`config.mk`:
```
export PLATFORM = sky130hd
export DESIGN_NAME = periodic_deadline_timer_flat
export DESIGN_NICKNAME = d
export VERILOG_FILES = /design/src/sv/pdt_pkg.sv /design/src/sv/pdt_in_if.sv /design/src/sv/pdt_out_if.sv /design/src/sv/pdt_ctrl.sv /design/src/sv/pdt_dp.sv /design/src/sv/periodic_deadline_timer.sv /design/src/flat_wrapper.sv
export SDC_FILE = /design/constraint.sdc
export NUM_CORES = 1
export LEC_CHECK = 0
export BUFFER_PORTS_ARGS = -buffer_cell sky130_fd_sc_hd__clkbuf_2
export CAP_MARGIN = 20
export CELL_PAD_IN_SITES_DETAIL_PLACEMENT = 1
export CELL_PAD_IN_SITES_GLOBAL_PLACEMENT = 2
export CORE_ASPECT_RATIO = 1.4
export CORE_MARGIN = 2
export CORE_UTILIZATION = 40
export CTS_BUF_LIST = sky130_fd_sc_hd__clkbuf_4
export DETAILED_ROUTE_END_ITERATION = 12
export PLACE_DENSITY_LB_ADDON = 0.1
export SYNTH_ARGS = -nofsm -noshare
export SYNTH_HDL_FRONTEND = slang
export SYNTH_SLANG_ARGS = --single-unit
```
`constraint.sdc`:
```
create_clock -name clk -period 9.3 [get_ports clk]
set_clock_uncertainty 0.05 [all_clocks]
set_input_delay 2.325 -clock clk [delete_from_list [all_inputs] [get_ports clk]]
set_output_delay 2.325 -clock clk [all_outputs]
set_load 0.01 [all_outputs]
```
`src/sv/pdt_pkg.sv`:
```
// ----------------------------------------------------------------------------
// pdt_pkg
// Shared widths, opcodes, controller states and the command and status
// bundles between the controller and the datapath of the deadline timer.
// ----------------------------------------------------------------------------
package pdt_pkg;

  localparam int TIME_BITS_DEF = 64;
  localparam int FIELD_W       = 64;
  localparam int OPCODE_W      = 2;

  localparam logic [OPCODE_W-1:0] OP_POLL   = 2'd0;
  localparam logic [OPCODE_W-1:0] OP_START  = 2'd1;
  localparam logic [OPCODE_W-1:0] OP_CANCEL = 2'd2;

  typedef enum logic [5:0] {
    S_IDLE = 6'b000001,
    S_EXEC = 6'b000010,
    S_DIV  = 6'b000100,
    S_ADV  = 6'b001000,
    S_SAT  = 6'b010000,
    S_DONE = 6'b100000
  } state_t;

  typedef struct packed {
    logic load;
    logic start;
    logic cancel;
    logic fire;
    logic stop;
    logic div_init;
    logic div_step;
    logic load_inc;
    logic advance;
    logic out_load;
  } cmd_t;

  typedef struct packed {
    logic [OPCODE_W-1:0] op;
    logic                hit;
    logic                per_zero;
    logic                now_late;
    logic                div_done;
  } sts_t;

endpackage

```
`src/sv/pdt_in_if.sv`:
```
// ----------------------------------------------------------------------------
// pdt_in_if
// Request channel: opcode, current time, first delay and repeat interval.
// ----------------------------------------------------------------------------
interface pdt_in_if;
  logic                         valid;
  logic                         ready;
  logic [pdt_pkg::OPCODE_W-1:0] opcode;
  logic [pdt_pkg::FIELD_W-1:0]  now_ms;
  logic [pdt_pkg::FIELD_W-1:0]  first_ms;
  logic [pdt_pkg::FIELD_W-1:0]  period_ms;

  modport source (output valid, opcode, now_ms, first_ms, period_ms, input ready);
  modport sink   (input valid, opcode, now_ms, first_ms, period_ms, output ready);
endinterface

```
`src/sv/pdt_out_if.sv`:
```
// ----------------------------------------------------------------------------
// pdt_out_if
// Result channel: fired flag, running flag and the current deadline.
// ----------------------------------------------------------------------------
interface pdt_out_if;
  logic                        valid;
  logic                        ready;
  logic                        fired;
  logic                        running;
  logic [pdt_pkg::FIELD_W-1:0] next_deadline;

  modport source (output valid, fired, running, next_deadline, input ready);
  modport sink   (input valid, fired, running, next_deadline, output ready);
endinterface

```
`src/sv/pdt_ctrl.sv`:
```
// ----------------------------------------------------------------------------
// pdt_ctrl
// Sequencer: takes one request, issues datapath commands through the
// bit-serial remainder when a periodic timer fires, then hands off a result.
// ----------------------------------------------------------------------------
module pdt_ctrl (
  input  logic           clk,
  input  logic           rst,
  input  logic           in_valid,
  output logic           in_ready,
  output logic           out_valid,
  input  logic           out_ready,
  input  pdt_pkg::sts_t  sts,
  output pdt_pkg::cmd_t  cmd
);

  pdt_pkg::state_t state;
  pdt_pkg::state_t state_next;
  logic            out_valid_next;
  logic            accept;

  assign in_ready = (state == pdt_pkg::S_IDLE);
  assign accept   = in_valid && in_ready;

  always_comb begin
    state_next = state;
    cmd        = '0;
    case (state)
      pdt_pkg::S_IDLE: begin
        if (accept) begin
          cmd.load   = 1'b1;
          state_next = pdt_pkg::S_EXEC;
        end
      end
      pdt_pkg::S_EXEC: begin
        state_next = pdt_pkg::S_DONE;
        case (sts.op)
          pdt_pkg::OP_START:  cmd.start  = 1'b1;
          pdt_pkg::OP_CANCEL: cmd.cancel = 1'b1;
          pdt_pkg::OP_POLL: begin
            if (sts.hit) begin
              cmd.fire = 1'b1;
              if (sts.per_zero || sts.now_late) begin
                cmd.stop = 1'b1;
              end else begin
                cmd.div_init = 1'b1;
                state_next   = pdt_pkg::S_DIV;
              end
            end
          end
          default: ;
        endcase
      end
      pdt_pkg::S_DIV: begin
        if (sts.div_done) begin
          state_next = pdt_pkg::S_ADV;
        end else begin
          cmd.div_step = 1'b1;
        end
      end
      pdt_pkg::S_ADV: begin
        cmd.load_inc = 1'b1;
        state_next   = pdt_pkg::S_SAT;
      end
      pdt_pkg::S_SAT: begin
        cmd.advance = 1'b1;
        state_next  = pdt_pkg::S_DONE;
      end
      pdt_pkg::S_DONE: begin
        if (!out_valid || out_ready) begin
          cmd.out_load = 1'b1;
          state_next   = pdt_pkg::S_IDLE;
        end
      end
      default: state_next = pdt_pkg::S_IDLE;
    endcase
  end

  always_comb begin
    out_valid_next = out_valid;
    if (cmd.out_load) begin
      out_valid_next = 1'b1;
    end else if (out_ready) begin
      out_valid_next = 1'b0;
    end
  end

  always_ff @(posedge clk) begin
    if (rst) begin
      state     <= pdt_pkg::S_IDLE;
      out_valid <= 1'b0;
    end else begin
      state     <= state_next;
      out_valid <= out_valid_next;
    end
  end

  a_accept_exec: assert property (@(posedge clk) disable iff (rst)
    accept |=> state == pdt_pkg::S_EXEC)
    else $error("accepted request did not enter execute");

  a_step_live: assert property (@(posedge clk) disable iff (rst)
    cmd.div_step |-> !sts.div_done)
    else $error("remainder stepped past its last bit");

  a_slot_free: assert property (@(posedge clk) disable iff (rst)
    cmd.out_load |-> (!out_valid || out_ready))
    else $error("result overwrote one not yet transferred");

endmodule

```
`src/sv/pdt_dp.sv`:
```
// ----------------------------------------------------------------------------
// pdt_dp
// Timer state, request capture, saturating deadline adder, bit-serial
// remainder of the missed gap by the period, and the result register.
// ----------------------------------------------------------------------------
module pdt_dp #(
  parameter int TIME_BITS = pdt_pkg::TIME_BITS_DEF
) (
  input  logic                         clk,
  input  logic                         rst,
  input  pdt_pkg::cmd_t                cmd,
  output pdt_pkg::sts_t                sts,
  input  logic [pdt_pkg::OPCODE_W-1:0] opcode,
  input  logic [pdt_pkg::FIELD_W-1:0]  now_ms,
  input  logic [pdt_pkg::FIELD_W-1:0]  first_ms,
  input  logic [pdt_pkg::FIELD_W-1:0]  period_ms,
  output logic                         fired,
  output logic                         running,
  output logic [pdt_pkg::FIELD_W-1:0]  next_deadline
);

  localparam int TB    = TIME_BITS;
  localparam int FW    = pdt_pkg::FIELD_W;
  localparam int CNT_W = $clog2(TIME_BITS + 1);
  localparam logic [TB-1:0]    T_NONE   = {TB{1'b1}};
  localparam logic [TB-1:0]    T_LATEST = {{(TB-1){1'b1}}, 1'b0};
  localparam logic [CNT_W-1:0] CNT_END  = CNT_W'(TIME_BITS);

  logic [pdt_pkg::OPCODE_W-1:0] op_q;
  logic [TB-1:0]                now_q;
  logic [TB-1:0]                dly_q;
  logic [TB-1:0]                per_q;

  logic [TB-1:0]    deadline;
  logic [TB-1:0]    period;
  logic             active;
  logic             hit_fired;

  logic [TB-1:0]    rem;
  logic [TB-1:0]    dvd;
  logic [CNT_W-1:0] cnt;
  logic [TB-1:0]    inc;

  logic [TB:0]      trial;
  logic [TB-1:0]    addend;
  logic [TB:0]      sum;
  logic [TB-1:0]    sat_val;

  assign trial   = {rem, dvd[TB-1]};
  assign addend  = cmd.advance ? inc : dly_q;
  assign sum     = {1'b0, now_q} + {1'b0, addend};
  assign sat_val = (sum >= {1'b0, T_LATEST}) ? T_LATEST : sum[TB-1:0];

  assign sts.op       = op_q;
  assign sts.hit      = active && (now_q >= deadline);
  assign sts.per_zero = (period == '0);
  assign sts.now_late = (now_q >= T_LATEST);
  assign sts.div_done = (cnt == CNT_END);

  always_ff @(posedge clk) begin
    if (cmd.load) begin
      op_q  <= opcode;
      now_q <= now_ms[TB-1:0];
      dly_q <= first_ms[TB-1:0];
      per_q <= period_ms[TB-1:0];
    end
  end

  always_ff @(posedge clk) begin
    if (rst) begin
      deadline <= '0;
      period   <= '0;
      active   <= 1'b0;
    end else begin
      if (cmd.start) begin
        deadline <= sat_val;
        period   <= per_q;
        active   <= 1'b1;
      end
      if (cmd.cancel) begin
        deadline <= '0;
        period   <= '0;
        active   <= 1'b0;
      end
      if (cmd.stop) begin
        active <= 1'b0;
      end
      if (cmd.advance) begin
        deadline <= sat_val;
      end
    end
  end

  always_ff @(posedge clk) begin
    if (rst) begin
      hit_fired <= 1'b0;
    end else if (cmd.load) begin
      hit_fired <= 1'b0;
    end else if (cmd.fire) begin
      hit_fired <= 1'b1;
    end
  end

  always_ff @(posedge clk) begin
    if (rst) begin
      cnt <= '0;
    end else if (cmd.div_init) begin
      cnt <= '0;
    end else if (cmd.div_step) begin
      cnt <= cnt + CNT_W'(1);
    end
  end

  always_ff @(posedge clk) begin
    if (cmd.div_init) begin
      rem <= '0;
      dvd <= now_q - deadline;
    end else if (cmd.div_step) begin
      if (trial >= {1'b0, period}) begin
        rem <= TB'(trial - {1'b0, period});
      end else begin
        rem <= trial[TB-1:0];
      end
      dvd <= {dvd[TB-2:0], 1'b0};
    end
    if (cmd.load_inc) begin
      inc <= period - rem;
    end
  end

  always_ff @(posedge clk) begin
    if (cmd.out_load) begin
      fired         <= hit_fired;
      running       <= active;
      next_deadline <= FW'(active ? deadline : T_NONE);
    end
  end

  a_active_deadline: assert property (@(posedge clk) disable iff (rst)
    active |-> deadline != T_NONE)
    else $error("active timer holds the no-deadline code");

  a_div_restart: assert property (@(posedge clk) disable iff (rst)
    cmd.div_init |=> cnt == '0)
    else $error("remainder count not restarted");

  a_rem_bound: assert property (@(posedge clk) disable iff (rst)
    cmd.load_inc |-> rem < period)
    else $error("remainder not below the period");

endmodule

```
`src/sv/periodic_deadline_timer.sv`:
```
// ----------------------------------------------------------------------------
// periodic_deadline_timer
// One periodic timer checked against the time carried by each request;
// a late periodic fire skips the missed periods.
//
//   channel  dir   payload                                    transfer when
//   in_ch    sink  opcode, now_ms, first_ms, period_ms        valid && ready
//   out_ch   src   fired, running, next_deadline              valid && ready
//
// Start, cancel, poll without fire and one-shot fire pass through execute
// and done; a periodic fire also runs the one-bit-per-cycle remainder of
// the missed gap by the period before the deadline advances.
// One request in flight; in_ch.ready is high only between requests, and a
// pending result on out_ch does not block the next request.
// Reset (rst, synchronous) clears the timer to inactive with zero deadline.
// ----------------------------------------------------------------------------
module periodic_deadline_timer #(
  parameter int TIME_BITS = pdt_pkg::TIME_BITS_DEF
) (
  input logic       clk,
  input logic       rst,
  pdt_in_if.sink    in_ch,
  pdt_out_if.source out_ch
);

  pdt_pkg::cmd_t cmd;
  pdt_pkg::sts_t sts;

  pdt_ctrl u_ctrl (
    .clk       (clk),
    .rst       (rst),
    .in_valid  (in_ch.valid),
    .in_ready  (in_ch.ready),
    .out_valid (out_ch.valid),
    .out_ready (out_ch.ready),
    .sts       (sts),
    .cmd       (cmd)
  );

  pdt_dp #(
    .TIME_BITS (TIME_BITS)
  ) u_dp (
    .clk           (clk),
    .rst           (rst),
    .cmd           (cmd),
    .sts           (sts),
    .opcode        (in_ch.opcode),
    .now_ms        (in_ch.now_ms),
    .first_ms      (in_ch.first_ms),
    .period_ms     (in_ch.period_ms),
    .fired         (out_ch.fired),
    .running       (out_ch.running),
    .next_deadline (out_ch.next_deadline)
  );

endmodule

```
`src/flat_wrapper.sv`:
```
// flat-port wrapper written by rule: the top's interface ports become plain ports
module periodic_deadline_timer_flat 
#(
  parameter int TIME_BITS = pdt_pkg::TIME_BITS_DEF
)
  (clk, rst, in_ch_valid, in_ch_opcode, in_ch_now_ms, in_ch_first_ms, in_ch_period_ms, in_ch_ready, out_ch_valid, out_ch_fired, out_ch_running, out_ch_next_deadline, out_ch_ready);
  pdt_in_if in_ch_i ();
  pdt_out_if out_ch_i ();
  input logic clk;
  input logic rst;
  input wire logic [$bits(in_ch_i.valid)-1:0] in_ch_valid;
  input wire logic [$bits(in_ch_i.opcode)-1:0] in_ch_opcode;
  input wire logic [$bits(in_ch_i.now_ms)-1:0] in_ch_now_ms;
  input wire logic [$bits(in_ch_i.first_ms)-1:0] in_ch_first_ms;
  input wire logic [$bits(in_ch_i.period_ms)-1:0] in_ch_period_ms;
  output wire logic [$bits(in_ch_i.ready)-1:0] in_ch_ready;
  output wire logic [$bits(out_ch_i.valid)-1:0] out_ch_valid;
  output wire logic [$bits(out_ch_i.fired)-1:0] out_ch_fired;
  output wire logic [$bits(out_ch_i.running)-1:0] out_ch_running;
  output wire logic [$bits(out_ch_i.next_deadline)-1:0] out_ch_next_deadline;
  input wire logic [$bits(out_ch_i.ready)-1:0] out_ch_ready;
  assign in_ch_i.valid = in_ch_valid;
  assign in_ch_i.opcode = in_ch_opcode;
  assign in_ch_i.now_ms = in_ch_now_ms;
  assign in_ch_i.first_ms = in_ch_first_ms;
  assign in_ch_i.period_ms = in_ch_period_ms;
  assign in_ch_ready = in_ch_i.ready;
  assign out_ch_valid = out_ch_i.valid;
  assign out_ch_fired = out_ch_i.fired;
  assign out_ch_running = out_ch_i.running;
  assign out_ch_next_deadline = out_ch_i.next_deadline;
  assign out_ch_i.ready = out_ch_ready;
  periodic_deadline_timer #(.TIME_BITS(TIME_BITS)) u_core (.clk(clk), .rst(rst), .in_ch(in_ch_i), .out_ch(out_ch_i));
endmodule
```
==> flow_summary.ini, run 1 <==
[run_status]
status = finished, final reports clean

[route]
drt_iter0_markers = 1665
drt-wirelength-per-cell_um = 22.6
drc = 0
routed_wirelength_um = 124000
met3_length_um = 3930
topRoutingLayerUsed = met4
dr.pass1.iters = 5
antenna_violating_nets_post_route = 0
routed-wl-met2_um = 60900
routed_via_density = 5.52
vias = 30300
drt-met1-wl_um = 54900

[die]
die_y_um = 363
die_width_um = 261
core_region_area_sq_um = 91300
boundaryPins = 266
placement_rows = 131
initial_utilization = 0.404
die_area_sq_um = 94700

[power_and_ir_drop]
comb_power_share = 0.186
powerDensity_nw_per_um2 = 162
power.ir.vdd_worst_mv = 0.112
pwr-share-clk = 0.365
internal_power_mw = 4.66
netSwitchingPower_mw = 2.02
swShare = 0.303
seq_power_share = 0.449
static-leakage-power_nw = 16.3
pnr_total_power_mw = 6.69

[timing]
setup-tns-final_ns = 0
setup_viol = 0
worst_hold_slack_ns = 0.388
final_period_minus_worst_setup_slack_ns = 5.87
timing.fmax_ghz = 0.170
maxSlewHeadroom = 0.293
max_slew.worst_pin.slew_ns = 1.05
timing.final.max_slew_violations = 0
period_share = 0.631
final_hold_violations = 0
rsz0062_at_grt = no

[placement]
routabilityCongestion = 0.928
placed_cell_area_sq_um = 39200
io_buffer_count = 265
dpl.hpwl_um = 97200
placed_cells_incl_taps = 5213

[clock_tree]
post_cts_hold_buffer_count = 0
worstSkewPairLatency_ns = 1.10
htree_levels = 4
clk_transition_reported_paths_ns = 0.07
cts-resized-gates = 0
post_cts.repair.setup_buffers = 0
clkSinkCount = 596
cts_made_buffers = 157
ctsRootBufferMaster = clkbuf_4
number_of_buffers_between_clock_root_and_the_deepest_sink = 3
tritoncts = yes

[cells_and_area]
final_cell_count_no_fill = 5493
final.fill_count = 10700
synthToLayoutAreaGrowth_pct = 11.9
drive_above_1_share = 0.165
nets = 4637
postLayoutCellArea_sq_um = 41300

[worst_setup_path]
critical_path_arrival_ns = 6.74
critical_path_required_ns = 10.17
critPathCaptureType = flop
crit_path_start_kind = flop
critical_path.max_fanout = 43
class_of_the_most_critical_setup_path = reg -> reg

[min_path]
hold_crit_path_type = reg -> reg

[global_routing]
grt_first_pass_wirelength_um = 189000
grt_antenna_before_repair = 5
first_global_vias = 31900
grt_overflow = 0
grt_start_max_net_pins = 149
grt_use_total = 0.262

[flow_run]
drv.max_cap_violation_count = 0

[synth]
synth_flop_cell = edfxtp_1
async_flop_share = 0
synthesis.instances = 3910
ys_ff_latch = 596
postSynthNetCount = 4372
yosysWarningCount = 0
number_of_synthesized_flops_with_an_enable_pin = 388
syn_area_per_cell_sq_um = 9.43
yosysUniqueCellTypes = 95
synth_sequential_area_ratio = 0.429
mappedNetlistArea_sq_um = 36900
synth_stat cells (44+ instances only):
| master | instances | area (sq um) |
|---|---|---|
| a21o_1 | 157 | 1180 |
| a21oi_1 | 385 | 1930 |
| clkbuf_1 | 125 | 469 |
| dfxtp_1 | 208 | 4160 |
| edfxtp_1 | 388 | 11700 |
| ha_1 | 260 | 3250 |
| inv_1 | 252 | 946 |
| mux2_2 | 123 | 1390 |
| nand2_1 | 514 | 1930 |
| nand2b_1 | 44 | 275 |
| nand3_1 | 70 | 350 |
| nand4_1 | 76 | 475 |
| nor2_1 | 193 | 724 |
| o21ai_0 | 166 | 831 |
| o22ai_1 | 45 | 282 |
| xnor2_1 | 147 | 1290 |
| xor2_1 | 99 | 867 |
layout make-up:
cell class | count | area, sq um | share of cell area
Antenna cell | 3 | 7.51 | 0.000182
Clock buffer | 228 | 1710 | 0.0415
Clock inverter | 49 | 359 | 0.00870
Inverter | 252 | 947 | 0.0229
Multi-Input combinational cell | 2879 | 19400 | 0.471
Sequential cell | 596 | 15800 | 0.383
Tap cell | 1197 | 1500 | 0.0363
Timing Repair Buffer | 289 | 1520 | 0.0367
power groups by stage:
stage | Clock, mW | Sequential [mW] | Combinational [mW]
after floorplan | 0 | 3.02 | 0.865
after global placement | 0 | 3.06 | 1.23
after detailed placement | 0 | 3.06 | 1.24
after CTS | 2.54 | 3.00 | 1.24
after global routing | 2.64 | 3.00 | 1.37
final | 2.44 | 3.00 | 1.25
cells in the final DEF (no fill, tap or decap), types with 157 or more instances in the layout:
| cell type | Yosys | final |
|---|---|---|
| edfxtp_1 | 388 | 388 |
| o21ai_0 | 166 | 165 |
| ha_1 | 260 | 260 |
| inv_1 | 252 | 251 |
| clkbuf_2 | 2 | 265 |
| nor2_1 | 193 | 193 |
| clkbuf_4 | 0 | 228 |
| nand2_1 | 514 | 514 |
| a21oi_1 | 385 | 384 |
| dfxtp_1 | 208 | 207 |
| a21o_1 | 157 | 157 |
cell families after synthesis:
group / Yosys count / synth area share
multiplexers: 135 / 0.0408
adder cells (fa/ha/maj): 264 / 0.0904
AND/OR/NAND/NOR: 1112 / 0.139
XOR/XNOR: 246 / 0.0584
buffers and inverters: 435 / 0.0457
AO/OA/AOI/OAI: 1122 / 0.197
flip-flops: 596 / 0.429
state kept, by name, summed over array words and instances, names as in the netlist, 7 cells and up:
signal                     count
u_core.u_dp.cnt                7
u_core.u_dp.inc               64
u_core.u_dp.period            64
u_core.u_dp.now_q             64
u_core.u_dp.dly_q             64
u_core.u_dp.next_deadline     64
u_core.u_dp.deadline          64
u_core.u_dp.per_q             64
u_core.u_dp.rem               64
u_core.u_dp.dvd               64
final timing paths:
kind / start / end / slack (ns) / depth (start not counted)
min reg2reg: u_core.u_dp.deadline[24] / u_core.u_dp.deadline[24] / 0.39 / 2
max: u_core.u_ctrl.state[5] / u_core.u_dp.deadline[0] / 3.43 / 18
min: u_core.u_dp.deadline[24] / u_core.u_dp.deadline[24] / 0.39 / 2
max reg2reg: u_core.u_ctrl.state[5] / u_core.u_dp.deadline[0] / 3.43 / 18
routing by layer:
metal | up-vias | track usage
met5 | - | 0
met4 | 0 | 0.109
met3 | 187 | 0.0319
met2 | 598 | 0.452
met1 | 14700 | 0.330
li1 | 14800 | -
critical path, stage by stage (launching register included):
cell	delay (ns)
dfxtp_1	0.36
nor2_1	0.11
nand4b_1	0.13
buf_4	0.53
mux2_2	0.41
ha_1	0.22
fa_1	0.43
a211o_1	0.35
a21oi_1	0.17
o21ai_0	0.20
a21oi_1	0.19
o21ai_0	0.30
a31oi_1	0.53
o21ai_1	0.18
a31oi_1	0.32
xor2_1	0.12
or4_1	0.64
nor4_1	0.30
a21oi_1	0.09
through the flow:
| stage | util | setup WS, ns |
|---|---|---|
| after floorplan | - | 1.91 |
| after global placement | 0.429 | 3.45 |
| after detailed placement | 0.429 | 3.47 |
| after CTS | 0.452 | 3.43 |
| after global routing | 0.452 | 3.04 |
| final | 0.452 | 3.43 |
(Power assumes the default switching activity.)
==> run 2: changes to the inputs <==
- CORE_UTILIZATION: 40 -> 36
- clock period: 9.3 -> 5.2 ns (I/O delays scaled with it)
==> run 2 against run 1 <==
Sequential share of layout area fell by 0.87 points. Register-to-register slack got worse by 3.2 ns. Clock power rose by 77%. First-iteration DRC count fell by 6.7%. Flip-flop and latch count did not move. Wire length rose by 1.4%. Non-clock buffer count rose by 79. Highest routed layer is now met5.
==> flow_summary.ini, run 2 (same netlist as run 1, synthesis figures left out) <==
[placement]
placed_cells_incl_taps = 5423
io_buffer_count = 265
dpl.hpwl_um = 101000
routabilityCongestion = 0.907
place_worst_setup_slack_ns = -0.352

[worst_setup_path]
critPathCaptureType = flop
reg2reg_setup_slack_ns = 0.19
regToRegEndpoint = u_core.u_dp.deadline[0]
critical_path_arrival_ns = 5.94
critical_path_required_ns = 6.12
rr_startpoint = u_core.u_ctrl.state[1]
r2r.worst_path.cells = 18
critical_path.max_fanout = 33
class_of_the_most_critical_setup_path = reg -> reg
crit_path_start_kind = flop

[cells_and_area]
layout.cells.most_common_list = nand2_1 (514), edfxtp_1 (388), a21oi_1 (383)
final.fill_count = 11700
final_cell_count_no_fill = 5716
nets = 4719
synthToLayoutAreaGrowth_pct = 14.5
layout.cells.most_common = nand2_1
drive_above_1_share = 0.184

[global_routing]
grt_overflow = 0
grt_antenna_before_repair = 5
grt_first_pass_wirelength_um = 192000
first_global_vias = 32200
grt_use_total = 0.240
grt_start_max_net_pins = 93

[route]
dr.pass1.iters = 5
routed_wirelength_um = 126000
drt-wirelength-per-cell_um = 22.1
vias = 30700
antenna_violating_nets_post_route = 0
drc = 0
routed_via_density = 5.36
drt_iter0_markers = 1553

[timing]
setup-tns-final_ns = 0
timing.final.max_slew_violations = 0
maxSlewHeadroom = 0.393
timing.final.ws_setup_ns = 0.186
max_slew.worst_pin.slew_ns = 0.902
period_share = 0.964
timing.fmax_ghz = 0.199
setup_viol = 0
final_hold_violations = 0
final_period_minus_worst_setup_slack_ns = 5.01

[clock_tree]
number_of_buffers_between_clock_root_and_the_deepest_sink = 3
clk_transition_reported_paths_ns = 0.08
ctsRootBufferMaster = clkbuf_4
worstSkewPairLatency_ns = 1.09
cts_made_buffers = 160
tritoncts = yes
htree_levels = 4
clkSinkCount = 596

[run_status]
status = finished, final reports clean

[die]
boundaryPins = 266
die_y_um = 383
placement_rows = 138
die_width_um = 275
core_region_area_sq_um = 101000
initial_utilization = 0.364
die_area_sq_um = 105000

[flow_run]
drv.max_cap_violation_count = 0

[min_path]
origin_of_the_worst_min_delay_path = in_ch_period_ms[35]
hold_end = u_core.u_dp.per_q[35]
hold_crit_path_type = in -> reg
worstHoldPathCells = 1

[power_and_ir_drop]
powerDensity_nw_per_um2 = 284
static-leakage-power_nw = 16.8
power.ir.vdd_worst_mv = 0.162
[run 2: final cells by class]
cell class | instances | area (sq um) | share of cell area
Multi-Input combinational cell | 2879 | 19500 | 0.461
Sequential cell | 596 | 15800 | 0.374
Antenna cell | 1 | 2.50 | 0.0000592
Inverter | 252 | 947 | 0.0224
Timing Repair Buffer | 368 | 2250 | 0.0532
Clock inverter | 58 | 329 | 0.00779
Tap cell | 1330 | 1660 | 0.0394
Clock buffer | 232 | 1740 | 0.0412
[run 2: through the flow]
step | total power [mW] | cell area (sq um) | hold slack, ns | utilization
2_1_floorplan | 6.93 | 36900 | 0.359 | -
3_3_place_gp | 7.78 | 40100 | 0.375 | 0.396
3_5_place_dp | 7.78 | 40100 | 0.379 | 0.396
4_1_cts | 12.2 | 42200 | 0.151 | 0.416
5_1_grt | 12.7 | 42200 | 0.221 | 0.417
6_report | 12.0 | 42200 | 0.326 | 0.417
[run 2: power by group]
group	leakage [nW]	internal, mW	switching (mW)
registers	5.26	5.21	0.149
logic	10.3	0.902	1.44
clock network	1.24	2.21	2.10
total	16.8	8.32	3.70
[run 2: worst max-delay path: stages (launching register included)]
cell and delay [ns]:
dfxtp_1 0.31, nor2_1 0.15, nand4b_1 0.25, buf_12 0.24
buf_12 0.19, mux2_2 0.30, ha_1 0.35, a211oi_1 0.36
o21ai_0 0.20, a221o_1 0.42, a41oi_2 0.29, o21a_1 0.18
nand2_1 0.07, xnor2_1 0.31, nor4bb_4 0.46, and4_1 0.24
nand4_1 0.15, nor4_1 0.28, a21oi_1 0.10
[run 2: metal layers]
metal / GRT usage / wire length [um]
met5: 0 / 13
met4: 0.105 / 4940
met3: 0.0293 / 4060
met2: 0.411 / 61200
met1: 0.301 / 55900
[run 2: repair_timing]
action,CTS,global route
gates resized for setup,2,11
hold buffers,0,0
pin swaps,1,3
setup endpoints to repair,1,26
buffers inserted,0,2
[run 2: worst max-delay path by stage]
| stage | from | endpoint | slack (ns) |
|---|---|---|---|
| 2_1_floorplan | u_core.u_ctrl.state[1] | u_core.u_dp.deadline[0] | 0.23 |
| 3_3_place_gp | u_core.u_ctrl.state[1] | u_core.u_dp.deadline[0] | -0.42 |
| 3_5_place_dp | u_core.u_ctrl.state[1] | u_core.u_dp.deadline[0] | -0.35 |
| 4_1_cts | u_core.u_ctrl.state[1] | u_core.u_dp.deadline[0] | 0.008 |
| 5_1_grt | u_core.u_ctrl.state[1] | u_core.u_dp.deadline[0] | -0.01 |
| 6_report | u_core.u_ctrl.state[1] | u_core.u_dp.deadline[0] | 0.19 |
==> run 3: changes to the inputs <==
- SYNTH_HIERARCHICAL: default -> 1
==> run 3 against run 2 <==
The run now ends with negative setup slack left. Clock-buffer cell count increased by 3. Synthesized area increased by 1.7%. First-iteration DRC count decreased by 4.7%. Via count increased by 5.1%. Combinational power increased to 2.7 times the previous value. Power increased by 39%. Flip-flop and latch count unchanged. Design area increased by 8.8%.
==> flow_summary.ini, run 3 <==
[run_status]
status = finished, violations left
failed_checks = negative setup slack

[power_and_ir_drop]
pnr_total_power_mw = 16.7
static-leakage-power_nw = 18.4
powerDensity_nw_per_um2 = 364
power.ir.vdd_worst_mv = 0.172

[synth]
mappedNetlistArea_sq_um = 37500
area_fraction_in_compound_gates_after_synthesis = 0.187
number_of_synthesized_flops_with_an_enable_pin = 388
synth_top_family_by_area = compound AO/OA/AOI/OAI gates
postSynthNetCount = 4425
yosysUniqueCellTypes = 99
synthesis.instances = 3966
post_synth_and_or_nand_nor_area_fraction = 0.142
synth_top_area_share = 0.311
async_flop_share = 0
syn_area_per_cell_sq_um = 9.46
ys_ff_latch = 596
synth_top_cells_by_area = edfxtp_1 (31%), dfxtp_1 (11%), ha_1 (8.6%)
synth.mux.area_fraction = 0.0585
synthXorXnorAreaFrac = 0.0565
synth_flop_cell = edfxtp_1
yosysWarningCount = 6
synth_sequential_area_ratio = 0.422
synth_area_leader_cell = edfxtp_1
yosys.area_share.adder = 0.0879
yosysMostFrequentCell = edfxtp_1
synth_common_cells = edfxtp_1 (388), a21oi_1 (348), nor2_1 (337)

[route]
drt-wirelength-per-cell_um = 22.5
drt_iter0_markers = 1480
dr.pass1.iters = 5
vias = 32200
routed_via_density = 5.31
routed_wirelength_um = 136000
drc = 0
antenna_violating_nets_post_route = 0

[flow_run]
drv.max_cap_violation_count = 0

[cells_and_area]
drive_above_1_share = 0.241
final_core_utilization = 0.443
layout.cells.most_common = edfxtp_1
layout.cells.most_common_list = edfxtp_1 (388), a21oi_1 (340), nor2_1 (333)
nets = 5040
final_cell_count_no_fill = 6066
synthToLayoutAreaGrowth_pct = 22.5

[placement]
dpl.hpwl_um = 109000
routabilityCongestion = 0.899
io_buffer_count = 265
placed_cells_incl_taps = 5731

[timing]
max_slew.worst_pin.slew_ns = 1.24
timing.final.max_slew_violations = 0
setup-tns-final_ns = -0.0102
timing.final.ws_setup_ns = -0.0102
final_period_minus_worst_setup_slack_ns = 5.21
final_hold_violations = 0
maxSlewHeadroom = 0.164
setup_viol = 1
rsz0062_at_grt = yes
timing.fmax_ghz = 0.192
period_share = 1.00

[die]
die_y_um = 386
core_region_area_sq_um = 104000
initial_utilization = 0.362
die_area_sq_um = 107000
die_width_um = 277
boundaryPins = 266
placement_rows = 140

[worst_setup_path]
critical_path_arrival_ns = 6.07
critPathCaptureType = flop
crit_path_start_kind = flop
critical_path.max_fanout = 11
class_of_the_most_critical_setup_path = reg -> reg
reg2reg_setup_slack_ns = -0.01
critical_path_required_ns = 6.06

[clock_tree]
number_of_buffers_between_clock_root_and_the_deepest_sink = 3
worstSkewPairLatency_ns = 1.10
tritoncts = yes
cts_made_buffers = 159
htree_levels = 4
clkSinkCount = 596
clk_transition_reported_paths_ns = 0.07
post_cts_hold_buffer_count = 0
ctsRootBufferMaster = clkbuf_4

[global_routing]
grt_start_max_net_pins = 71
grt_antenna_before_repair = 8
first_global_vias = 34500
grt_use_total = 0.253
grt_first_pass_wirelength_um = 206000
grt_overflow = 0

[min_path]
hold_crit_path_type = in -> reg
==> run 3: changes by cell type after synthesis, sizes merged, moves of 27 or more <==
cell and delta:
a21oi -38, a22o -42, buf -27, a211oi +40, nand2 -196, clkbuf +29, nor2 +144, mux2i +71
o21ai +27
==> run 3: final cells by class <==
class | count | area, sq um
flip-flops and latches | 596 | 15800
clock inverters | 59 | 462
inverters | 269 | 1020
well taps | 1349 | 1690
multi-input cells | 2916 | 20500
repair buffers | 639 | 4700
fillers | 11900 | 57700
diodes | 3 | 7.51
clock buffers | 235 | 1760
==> run 3: what timing repair did <==
action / in CTS / in global routing
cloned: 7 / 3
pin swaps: 20 / 19
endpoints found under the setup margin: 201 / 249
setup buffers: 21 / 8
gates resized for setup: 65 / 65
==> run 3: through the flow <==
step	hold slack (ns)	worst slack (ns)	area [sq um]
final	0.325	-0.0102	46000
after global routing	0.234	-0.238	46000
after CTS	0.160	-0.0232	45600
after detailed placement	0.381	-0.623	42700
after global placement	0.374	-0.405	42700
after floorplan	0.359	0.00776	37500
==> run 3: cells by family (layout without fill, tap and decap cells) <==
group                    after synthesis  after routing
AND/OR/NAND/NOR                     1113           1113
AO/OA/AOI/OAI                       1096           1096
flip-flops                           596            596
buffers and inverters                454           1202
adder cells (fa/ha/maj)              261            261
XOR/XNOR                             242            242
multiplexers                         204            204
other                                  0              3
==> run 3: final timing paths <==
| path | start | to | cells after the start |
|---|---|---|---|
| max | u_core/u_ctrl/state[1] | u_core/u_dp/deadline[0] | 18 |
| min reg2reg | u_core/u_dp/hit_fired | u_core/u_dp/fired | 0 |
| max reg2reg | u_core/u_ctrl/state[1] | u_core/u_dp/deadline[0] | 18 |
| min | in_ch_period_ms[59] | u_core/u_dp/per_q[59] | 1 |
==> run 3: worst max-delay path, stage by stage, from the launching register on <==
cell,delay [ns]
dfxtp_1,0.32
nor2_2,0.14
and4b_4,0.37
buf_12,0.15
buf_16,0.14
mux2_2,0.34
ha_1,0.29
and3_2,0.19
a221o_2,0.38
or2_2,0.33
a211oi_2,0.22
o21bai_1,0.10
xor2_1,0.21
nand2_1,0.08
or4_4,0.59
or4_1,0.48
or4_4,0.47
nor4_4,0.14
a31oi_1,0.10
==> run 3: metal layers <==
layer / wire length [um] / up-vias / track usage
li1: - / 15700 / -
met1: 57400 / 15600 / 0.297
met2: 68900 / 602 / 0.461
met3: 3880 / 255 / 0.0313
met4: 6040 / 4 / 0.116
met5: 27 / - / 0
==> run 3: report_power, final <==
part / internal [mW] / switching, mW
clock network: 2.48 / 2.09
registers: 5.52 / 0.316
logic: 2.75 / 3.58
